===== config.mk =====
export PLATFORM = sky130hd
export DESIGN_NAME = radix_symbol_packer
export DESIGN_NICKNAME = d
export VERILOG_FILES = /design/src/rtl/rsp_pkg.sv /design/src/rtl/rsp_rank_lookup.sv /design/src/rtl/rsp_serial_mult.sv /design/src/rtl/radix_symbol_packer.sv
export SDC_FILE = /design/constraint.sdc
export NUM_CORES = 1
export LEC_CHECK = 0
export BUFFER_PORTS_ARGS = -buffer_cell sky130_fd_sc_hd__buf_2
export CAP_MARGIN = 20
export CORE_MARGIN = 3
export CORE_UTILIZATION = 35
export DETAILED_ROUTE_END_ITERATION = 8
export SYNTH_ARGS = -nofsm -noshare
export SYNTH_HDL_FRONTEND = slang
export SYNTH_HIERARCHICAL = 1
export SYNTH_SLANG_ARGS = --single-unit

===== constraint.sdc =====
create_clock -name clk -period 9.03 [get_ports clk]
set_input_delay 0.4515 -clock clk [delete_from_list [all_inputs] [get_ports clk]]
set_output_delay 0.4515 -clock clk [all_outputs]
set_load 0.02 [all_outputs]

===== src/rtl/rsp_pkg.sv =====
// ----------------------------------------------------------------------------
// rsp_pkg
// Types and constants shared by the radix symbol packer modules.
// ----------------------------------------------------------------------------
`default_nettype none

package rsp_pkg;

  // Field widths fixed by the interface
  localparam int SYMBOL_W  = 8;
  localparam int RADIX_W   = 4;
  localparam int PERWORD_W = 5;
  localparam int OUTWORD_W = 16;
  localparam int CFG_W     = 64;
  localparam int CFG_IDX_W = 2;
  // Word-length compare width: holds any field value and any word length up to 32
  localparam int LEN_W     = 6;

  // Configuration register indexes
  typedef enum logic [CFG_IDX_W-1:0] {
    REG_SYMBOL_COUNT     = 2'd0,
    REG_SYMBOLS_PER_WORD = 2'd1,
    REG_ALPHABET_CODES   = 2'd2
  } rsp_reg_t;

  // Control sequencer states
  typedef enum logic [1:0] {
    ST_IDLE,
    ST_MUL,
    ST_PAD,
    ST_EMIT
  } rsp_state_t;

  // Input item
  typedef struct packed {
    logic [SYMBOL_W-1:0] symbol;
    logic                last;
  } rsp_in_t;

  // Result item
  typedef struct packed {
    logic [OUTWORD_W-1:0] packed_word;
    logic [PERWORD_W-1:0] symbols_filled;
    logic                 final_word;
  } rsp_out_t;

endpackage

`default_nettype wire


===== src/rtl/rsp_rank_lookup.sv =====
// ----------------------------------------------------------------------------
// rsp_rank_lookup
// Maps a symbol byte to its rank in the configured alphabet; misses give 0.
// ----------------------------------------------------------------------------
`default_nettype none

module rsp_rank_lookup
  import rsp_pkg::*;
#(
  parameter int MAX_SYMBOLS = 8,
  parameter int RANK_W      = 3
) (
  input  wire logic [SYMBOL_W-1:0]             symbol,
  input  wire logic [MAX_SYMBOLS*SYMBOL_W-1:0] codes,
  input  wire logic [RADIX_W-1:0]              count,
  output logic      [RANK_W-1:0]               rank
);

  // Search from the top entry down so the lowest matching rank wins
  always_comb begin
    rank = '0;
    for (int k = MAX_SYMBOLS - 1; k >= 0; k--) begin
      if ((RADIX_W'(k) < count) && (codes[k*SYMBOL_W +: SYMBOL_W] == symbol)) begin
        rank = RANK_W'(k);
      end
    end
  end

endmodule

`default_nettype wire


===== src/rtl/rsp_serial_mult.sv =====
// ----------------------------------------------------------------------------
// rsp_serial_mult
// Shift-add multiply-accumulate, one radix bit per cycle:
// result = operand * radix + addend, modulo 2^WORD_BITS.
// ----------------------------------------------------------------------------
`default_nettype none

module rsp_serial_mult
  import rsp_pkg::*;
#(
  parameter int WORD_BITS = 16
) (
  input  wire logic                 clk,
  input  wire logic                 rst,
  input  wire logic                 start,
  input  wire logic [WORD_BITS-1:0] operand,
  input  wire logic [RADIX_W-1:0]   radix,
  input  wire logic [WORD_BITS-1:0] addend,
  output logic                      done,
  output logic      [WORD_BITS-1:0] result
);

  localparam int STEP_W = $clog2(RADIX_W);

  logic                 active;
  logic [STEP_W-1:0]    step;
  logic [WORD_BITS-1:0] acc;
  logic [WORD_BITS-1:0] mcand;
  logic [RADIX_W-1:0]   mplier;

  // Sequence control: run RADIX_W steps, pulse done after the last one
  always_ff @(posedge clk) begin
    if (rst) begin
      active <= 1'b0;
      done   <= 1'b0;
      step   <= '0;
    end else begin
      done <= 1'b0;
      if (start) begin
        active <= 1'b1;
        step   <= '0;
      end else if (active) begin
        step <= step + 1'b1;
        if (step == STEP_W'(RADIX_W - 1)) begin
          active <= 1'b0;
          done   <= 1'b1;
        end
      end
    end
  end

  // Datapath: add the shifted multiplicand for each set radix bit, LSB first
  always_ff @(posedge clk) begin
    if (start) begin
      acc    <= addend;
      mcand  <= operand;
      mplier <= radix;
    end else if (active) begin
      if (mplier[0]) begin
        acc <= acc + mcand;
      end
      mcand  <= mcand << 1;
      mplier <= mplier >> 1;
    end
  end

  assign result = acc;

endmodule

`default_nettype wire


===== src/rtl/radix_symbol_packer.sv =====
// ----------------------------------------------------------------------------
// radix_symbol_packer
// Packs symbol bytes into mixed-radix words, first symbol most significant.
// ----------------------------------------------------------------------------
// Usage:
//   in_data carries one symbol byte and a last flag; a transfer happens when
//   in_valid and in_ready are both high. Each symbol's rank in the alphabet
//   is folded into the word as word * symbol_count + rank. out_data carries a
//   packed word once symbols_per_word symbols are in, or at the symbol marked
//   last, where empty positions are padded with rank 0 first.
//   Timing: the radix multiply runs on a shift-add unit, one radix bit per
//   cycle, and in_ready stays low from a transfer until its multiply is done.
//   Each padding position adds another multiply, and a completed word then
//   loads the output register before the input is freed.
//   The output register holds a result until out_ready; while it is taken the
//   next symbols are still accepted, and only loading the following word
//   waits for the register to empty.
//   Reset (rst, synchronous) clears the partial word and the output valid flag
//   and sets symbol_count and symbols_per_word to 4, alphabet_codes to 0.
//   Configuration writes (cfg_write, cfg_index, cfg_data) land at once; the user
//   must make them only while the block is idle, as the block does not enforce it.
// ----------------------------------------------------------------------------
`default_nettype none

module radix_symbol_packer
  import rsp_pkg::*;
#(
  parameter int WORD_BITS    = 16,
  parameter int MAX_SYMBOLS  = 8,
  parameter int MAX_PER_WORD = 16
) (
  input  wire logic                 clk,
  input  wire logic                 rst,
  // Configuration write port
  input  wire logic                 cfg_write,
  input  wire logic [CFG_IDX_W-1:0] cfg_index,
  input  wire logic [CFG_W-1:0]     cfg_data,
  // Symbol input
  input  wire logic                 in_valid,
  output logic                      in_ready,
  input  wire rsp_in_t              in_data,
  // Packed word output
  output logic                      out_valid,
  input  wire logic                 out_ready,
  output rsp_out_t                  out_data
);

  localparam int RANK_W = $clog2(MAX_SYMBOLS);
  localparam int CODES_W = MAX_SYMBOLS * SYMBOL_W;
  localparam logic [LEN_W-1:0] MAX_LEN = LEN_W'(MAX_PER_WORD);

  // Configuration registers
  logic [RADIX_W-1:0]   symbol_count;
  logic [PERWORD_W-1:0] symbols_per_word;
  logic [CODES_W-1:0]   alphabet_codes;

  // Word state
  rsp_state_t           state;
  rsp_state_t           state_next;
  logic [WORD_BITS-1:0] partial_word;
  logic [PERWORD_W-1:0] fill_count;
  logic                 last_flag;
  logic [LEN_W-1:0]     pad_left;

  // Sequencer outputs and status
  logic                 mul_start;
  logic                 mul_done;
  logic [WORD_BITS-1:0] mul_result;
  logic [WORD_BITS-1:0] mul_operand;
  logic [WORD_BITS-1:0] mul_addend;
  logic [RANK_W-1:0]    rank;
  logic [LEN_W-1:0]     word_len;
  logic                 word_full;
  logic                 pad_last;
  logic                 emit_load;
  logic [WORD_BITS+OUTWORD_W-1:0] word_ext;

  // Write configuration registers
  always_ff @(posedge clk) begin
    if (rst) begin
      symbol_count     <= RADIX_W'(4);
      symbols_per_word <= PERWORD_W'(4);
      alphabet_codes   <= '0;
    end else if (cfg_write) begin
      unique case (cfg_index)
        REG_SYMBOL_COUNT:     symbol_count     <= cfg_data[RADIX_W-1:0];
        REG_SYMBOLS_PER_WORD: symbols_per_word <= cfg_data[PERWORD_W-1:0];
        REG_ALPHABET_CODES:   alphabet_codes   <= cfg_data[CODES_W-1:0];
        default: ;
      endcase
    end
  end

  // Clamp the word length to 1..MAX_PER_WORD
  always_comb begin
    if (symbols_per_word == '0) begin
      word_len = LEN_W'(1);
    end else if (LEN_W'(symbols_per_word) > MAX_LEN) begin
      word_len = MAX_LEN;
    end else begin
      word_len = LEN_W'(symbols_per_word);
    end
  end

  assign word_full = LEN_W'(fill_count) >= word_len;
  assign pad_last  = pad_left == LEN_W'(1);

  rsp_rank_lookup #(
    .MAX_SYMBOLS (MAX_SYMBOLS),
    .RANK_W      (RANK_W)
  ) u_rank (
    .symbol (in_data.symbol),
    .codes  (alphabet_codes),
    .count  (symbol_count),
    .rank   (rank)
  );

  rsp_serial_mult #(
    .WORD_BITS (WORD_BITS)
  ) u_mult (
    .clk     (clk),
    .rst     (rst),
    .start   (mul_start),
    .operand (mul_operand),
    .radix   (symbol_count),
    .addend  (mul_addend),
    .done    (mul_done),
    .result  (mul_result)
  );

  // Next state
  always_comb begin
    state_next = state;
    unique case (state)
      ST_IDLE: begin
        if (in_valid) state_next = ST_MUL;
      end
      ST_MUL: begin
        if (mul_done) begin
          if (word_full)      state_next = ST_EMIT;
          else if (last_flag) state_next = ST_PAD;
          else                state_next = ST_IDLE;
        end
      end
      ST_PAD: begin
        if (mul_done && pad_last) state_next = ST_EMIT;
      end
      ST_EMIT: begin
        if (!out_valid || out_ready) state_next = ST_IDLE;
      end
      default: state_next = ST_IDLE;
    endcase
  end

  // Sequencer outputs
  always_comb begin
    in_ready    = 1'b0;
    mul_start   = 1'b0;
    mul_operand = mul_result;
    mul_addend  = '0;
    emit_load   = 1'b0;
    unique case (state)
      ST_IDLE: begin
        in_ready    = 1'b1;
        mul_start   = in_valid;
        mul_operand = partial_word;
        mul_addend  = WORD_BITS'(rank);
      end
      ST_MUL:  mul_start = mul_done && !word_full && last_flag;
      ST_PAD:  mul_start = mul_done && !pad_last;
      ST_EMIT: emit_load = !out_valid || out_ready;
      default: ;
    endcase
  end

  // Hold the sequencer state
  always_ff @(posedge clk) begin
    if (rst) state <= ST_IDLE;
    else     state <= state_next;
  end

  // Advance the partial word, fill count and padding counter
  always_ff @(posedge clk) begin
    if (rst) begin
      partial_word <= '0;
      fill_count   <= '0;
      last_flag    <= 1'b0;
      pad_left     <= '0;
    end else begin
      if (in_valid && in_ready) begin
        fill_count <= fill_count + 1'b1;
        last_flag  <= in_data.last;
      end
      if (mul_done) begin
        partial_word <= mul_result;
      end
      if (state == ST_MUL && mul_done) begin
        pad_left <= word_len - LEN_W'(fill_count);
      end else if (state == ST_PAD && mul_done) begin
        pad_left <= pad_left - 1'b1;
      end
      if (emit_load) begin
        partial_word <= '0;
        fill_count   <= '0;
      end
    end
  end

  // Low output bits of the word, zero-extended for narrow words
  assign word_ext = {{OUTWORD_W{1'b0}}, partial_word};

  // Output register: load a finished word, drop valid after the transfer
  always_ff @(posedge clk) begin
    if (rst) begin
      out_valid <= 1'b0;
    end else if (emit_load) begin
      out_valid <= 1'b1;
    end else if (out_ready) begin
      out_valid <= 1'b0;
    end
  end

  always_ff @(posedge clk) begin
    if (emit_load) begin
      out_data.packed_word    <= word_ext[OUTWORD_W-1:0];
      out_data.symbols_filled <= fill_count;
      out_data.final_word     <= last_flag;
    end
  end

endmodule

`default_nettype wire


; ---- Word level (Yosys, flattened, before mapping)
; Index checks and enable logic that the tools add are counted.
[word_totals]
register_bits = 166
in_bits = 80
out_inout_bits = 24
elab_cells = 124
[classes]
add_sub_neg = 5
order_cmp = 10
eq_ne = 19
muxes = 37
bitwise_logic = 1
reduce_logical = 34
[op_table]
columns = operator, count
row1 = $mux W16, 6
row2 = $eq A8 B8 Y1, 8
row3 = $mux W3, 9
row4 = $add A16 B16 Y16, 1
row5 = $lt A3 B4 Y1 const A, 4
row6 = $logic_and A1 B1 Y1, 15
row7 = $mux W2, 6
row8 = $mux W6, 2
row9 = $mux W5, 2
row10 = $eq A2 B2 Y1 const B, 4
row11 = $lt A1 B4 Y1 const A, 2
row12 = $lt A2 B4 Y1 const A, 2
row13 = $mux W1, 8
row14 = $mux W4, 2
row15 = $pmux W2 S4, 1
row16 = $reduce_and A2 Y1, 4
row17 = $reduce_bool A2 Y1, 4
row18 = $eq A6 B1 Y1 const B, 1
row19 = $ge A5 B6 Y1, 1
row20 = $ne A2 B2 Y1 const B, 3
row21 = $sub A6 B1 Y6 const B, 1
row22 = $sub A6 B5 Y6, 1
row23 = $add A5 B1 Y5 const B, 1
row24 = $gt A5 B5 Y1 const B, 1
row25 = 12 further kinds, 17

; ---- Longest topological paths before layout
[depth]
word_depth = 12
mapped_depth = 14
ltp_nobuf = 14

; ---- Modules after synthesis
; Netlist, hierarchy kept.
[modules_own_cells]
columns = mod, instances, cells_per_inst, area_per_inst_um2
row1 = radix_symbol_packer, 1, 531, 4973.5
row2 = rsp_serial_mult, 1, 222, 2474.9
row3 = rsp_rank_lookup, 1, 115, 945.9

; ---- Worst setup path after synthesis
; No wires, ideal clock.
[synth_timing]
path_kind = reg-to-reg
from = register symbols_per_word[1]
to = register u_mult.mcand[1], data pin
setup_ps = 260
t_arrival_ps = 2776
path_slack_ps = 5995
path_stages_with_launch = 13
n_path_buf = 2
period_less_slack_ps = 3035
path_cell_list = dfxtp_1 > nor3_1 > o21bai_1 > ha_1 > fa_1 > nor2b_1 > o21ai_1 > a21oi_1 > nand3_1 > o211ai_1 > clkbuf_1 > buf_1 > mux2_2
[synth_via]
elab_chain_len = 9
elab_cells_between_ends = 10
[synth_lines]
columns = element, line_no
row1 = "start, declared", radix_symbol_packer.sv:54  ; logic [PERWORD_W-1:0] symbols_per_word;
row2 = "start signal, assigned", radix_symbol_packer.sv:87  ; REG_SYMBOLS_PER_WORD: symbols_per_word <= cfg_data[PERWORD_W-1:0];
row3 = $gt A5 B5 Y1, radix_symbol_packer.sv:98  ; end else if (LEN_W'(symbols_per_word) > MAX_LEN) begin
row4 = $mux W5, radix_symbol_packer.sv:98
row5 = $mux W5 *, radix_symbol_packer.sv:96  ; if (symbols_per_word == '0) begin
row6 = $ge A5 B6 Y1 *, radix_symbol_packer.sv:105  ; assign word_full = LEN_W'(fill_count) >= word_len;
row7 = $logic_not A1 Y1 *, radix_symbol_packer.sv:169  ; ST_MUL: mul_start = mul_done && !word_full && last_flag;
row8 = $logic_and A1 B1 Y1 * (2 in series), radix_symbol_packer.sv:169
row9 = $pmux W1 S3 *, radix_symbol_packer.sv:162  ; unique case (state)
row10 = via mul_start, radix_symbol_packer.sv:66  ; logic mul_start;
row11 = $mux W16 *, rsp_serial_mult.sv:54  ; if (start) begin
row12 = "end signal, assigned", rsp_serial_mult.sv:56  ; mcand <= operand;
row13 = "end signal, assigned", rsp_serial_mult.sv:62  ; mcand <= mcand << 1;
row14 = "end, declared", rsp_serial_mult.sv:28  ; logic [WORD_BITS-1:0] mcand;
; The timed path passes the listed nets; every way through them passes the cells marked *.
; A chain may end at the register's enable or synchronous reset.

; ---- Worst setup path in the final report
[layout_timing]
from = register symbols_per_word[1]
to = register u_mult.acc[2] (netlist: u_mult/result[2]), enable pin
[layout_via]
elab_chain_len = 10
elab_cells_between_ends = 12
[layout_lines]
columns = element, line_no
row1 = $gt A5 B5 Y1, radix_symbol_packer.sv:98
row2 = $mux W5, radix_symbol_packer.sv:98
row3 = $mux W5 *, radix_symbol_packer.sv:96
row4 = $ge A5 B6 Y1 *, radix_symbol_packer.sv:105
row5 = $logic_not A1 Y1 *, radix_symbol_packer.sv:169
row6 = $logic_and A1 B1 Y1 * (2 in series), radix_symbol_packer.sv:169
row7 = $pmux W1 S3 *, radix_symbol_packer.sv:162
row8 = via mul_start, radix_symbol_packer.sv:66
row9 = $reduce_bool A2 Y1 (no line), --
row10 = $reduce_and A2 Y1 (no line) *, --
row11 = "end signal, assigned", rsp_serial_mult.sv:55  ; acc <= addend;
row12 = "end signal, assigned", rsp_serial_mult.sv:60  ; acc <= acc + mcand;
row13 = "end, declared", rsp_serial_mult.sv:27  ; logic [WORD_BITS-1:0] acc;
; Marks and branches as above.

==> impl_results.md <==
* Via count at 6,295
* Largest net degree at the start of global routing at 89
* Syn Area/Cell at 9.67 um2
* Nets at 1,068
* Number of fill cells at 2,386
* Worst Skew at 10.3 ps
* # IOs at 104
* Routability congestion estimate at 0.853
* Tot GR Track Use at 15.0%
* Crit-path max FO at 49
* Crit share post-route at 42.0%
* Yosys warnings at 6
* CTS tree: yes
* DRT Pass-1 Iters at 4
* WP data arrival at 3830 ps
* Critical Path, Cell by Cell: nor3_1 > o21bai_1 > ha_1 > fa_1 > nor2b_1 > o21ai_1 > a21oi_1 > nand3_1 > o211ai_1 > buf_4 > inv_1 > nand2_1
* Pwr Density at 211 mW/mm2
* R2R Setup Slk at 5240 ps
* Fin crit period at 3790 ps
* 1st-iter DRT viols at 373
* Finished Cell Area at 0.00979 mm2
* Post-Synthesis Cell Area at 0.00839 mm2
* Num Clock Sinks at 166
* Post-CTS Setup Inserts at 0
* Worst VDD drop at 0.104 mV
* Share of layout cells above drive strength 1 at 20.4%
* Die area at 0.0259 mm2
* Max stage delay on crit path at 690 ps
* Clock-pin slew on the worst setup and hold paths at 70 ps
* Core region area at 0.0235 mm2
* Final WL at 19,100 um
* Max Cap Viol at 0
* Status: complete, no violations
* CTS Root Buffer Type: clkbuf_16
* Unrepaired setup endpoints after global routing: no
* Initial core utilization at 35.7%
* Placed cell areas at 0.00912 mm2
* DR DRC count at 0
* Async SR Flop Fraction at 0%
* Per-cell routed wire length at 14.8 um
* Critical-path top delay cell: nand2_1
* Post-CTS sizing at 0
* First-pass GRT wire length at 31,200 um
* Critical Path RT at 9070 ps
* Hold WS at 260 ps
* Area growth from synthesis to layout at 16.6%
* Post-synthesis register bit count at 166
* P_leak at 3.74 nW
* I/O Buffers at 103
* Vias/cell at 4.86
* # setup viols final at 0
* Total negative slack at 0 ps
* Worst slew pin tran at 952 ps
* Final number of hold-violating endpoints at 0
* Num rows at 56
* TritonCTS Buffers at 17
* Routed Antenna Nets at 0
* Syn Inst Count at 868
* H-tree depth at 4
* Slew HR at 36.6%
* Die Ht at 161 um
* Clock Latency Late Sink at 420 ps
* Main synth FF type: dfxtp_1
* Startpoint class of the critical path: flip-flop
* Vias in the first global route at 5,992
* Antenna violations before repair at 0
* CP endpoint kind: flip-flop
* Post-synth cell types at 70
* FMAX at 264 MHz
* Hpwl dp at 13,000 um
* Max Slew Vio Count at 0
* Congestion Overflow GR at 0
* Hold-fix buffers, CTS at 0
* Clk buf depth at 2
* Diodes inserted at 0
* CP Class: flip-flop to flip-flop
* Die width at 161 um
* EDFF count, synth at 58
* Worst Hold Class: primary input to flip-flop
* Seq/Total Area, Yosys at 46.5%
==> power by group <==
part / switching, mW / internal [mW]
combinational: 0.236 / 0.177
sequential: 0.0398 / 0.837
clock: 0.310 / 0.468
==> flip-flops by register name (all words and copies together) (netlist names), 5 cells and up, named ones only <==
name,cells
partial_word,16
u_mult/mcand,16
alphabet_codes,64
fill_count,5
symbols_per_word,5
out_data,22
u_mult/result,16
pad_left,6
==> per-layer routing <==
layer / GRT usage (%) / up-vias / wire [um]
li1: - / 3216 / -
met1: 21.7 / 2895 / 9670
met2: 22.4 / 167 / 8260
met3: 3.07 / 17 / 942
met4: 4.58 / 0 / 269
met5: 0 / - / 0
==> Yosys cell counts, types with 2 or more instances <==
master	number	area, um2
or3_1	3	18.8
mux2_2	37	417
a21o_2	3	26.3
clkbuf_1	11	41.3
xor2_1	39	342
buf_6	8	90.1
o22ai_1	3	18.8
a211oi_2	2	25.0
a21oi_1	95	475
dfxtp_1	108	2160
a21o_1	2	15.0
xnor2_1	44	385
nand2b_1	4	25.0
o21ai_1	4	20.0
o21a_1	2	15.0
o211a_1	2	20.0
a211o_1	4	35.0
nor2b_1	6	37.5
buf_4	3	22.5
edfxtp_1	58	1740
fa_1	2	40.0
ha_1	24	300
nand3_1	8	40.0
and3_1	2	12.5
or2_2	2	12.5
a211oi_1	9	67.6
nor3_1	10	50.1
nand4_1	12	75.1
o2111ai_1	2	17.5
inv_1	18	67.6
and2_1	7	43.8
buf_2	22	110
o21ai_0	20	100
mux2i_1	26	260
a31oi_1	3	18.8
o211ai_1	5	37.5
buf_1	3	11.3
nand2_1	164	616
nor4_1	9	56.3
and3b_1	3	26.3
a21boi_0	2	15.0
nor2_1	46	173
nand3b_1	4	30.0
==> placed cells by master (no fill, tap or decap), drive strengths merged, types with 7 or more instances in the layout <==
cell,synthesis,layout
nand2,164,164
buf,36,110
dfxtp,108,108
a21oi,95,95
edfxtp,58,58
nor2,47,47
xnor2,44,44
xor2,39,39
mux2,37,37
mux2i,26,26
o21ai,25,25
ha,24,24
inv,18,23
clkbuf,11,19
conb,1,13
nand4,12,12
nor3,11,11
a211oi,11,11
nor4,9,9
nand3,8,8
and2,8,8
nor2b,7,7
==> worst max-delay path, delay by kind of cell (launching register included) <==
family	cells	cell delay, ps
AO/OA/AOI/OAI	4	500
adder cells (fa/ha/maj)	2	610
buffers and inverters	2	840
flip-flops	1	320
AND/OR/NAND/NOR	4	1120
==> through the flow <==
stage / setup WS (ps) / total power [mW] / util, % / cells
2_1_floorplan: 5990 / 1.19 / - / 880
3_3_place_gp: 5340 / 1.30 / 38.7 / 1260
3_5_place_dp: 5250 / 1.30 / 38.7 / 1260
4_1_cts: 5240 / 2.08 / 41.4 / 1292
5_1_grt: 4900 / 2.18 / 41.6 / 1294
6_report: 5240 / 2.07 / 41.6 / 1294
==> cell type report <==
| cell class | count | area (um2) | area share, % |
|---|---|---|---|
| Clock buffer | 19 | 433 | 4.42 |
| Clock inverter | 13 | 194 | 1.98 |
| Inverter | 18 | 67.6 | 0.690 |
| Multi-Input combinational cell | 649 | 4200 | 42.9 |
| Sequential cell | 166 | 3900 | 39.9 |
| Tap cell | 319 | 399 | 4.08 |
| Timing Repair Buffer | 110 | 592 | 6.05 |
==> cells by family after synthesis <==
logic type / Yosys count / share of synthesized area, %
flip-flops: 166 / 46.5
XOR/XNOR: 83 / 8.66
other: 1 / 0.0447
AO/OA/AOI/OAI: 174 / 12.9
multiplexers: 63 / 8.06
AND/OR/NAND/NOR: 290 / 15.7
adder cells (fa/ha/maj): 26 / 4.05
buffers and inverters: 65 / 4.08
==> worst paths after layout <==
kind                        from                  to  cells after the start
max reg2reg  symbols_per_word[1]    u_mult/result[2]                     12
min reg2reg        fill_count[4]         out_data[5]                      0
min                 cfg_data[26]  alphabet_codes[26]                      3
max          symbols_per_word[1]    u_mult/result[2]                     12
Note: power is estimated with default switching activity, not from simulation.
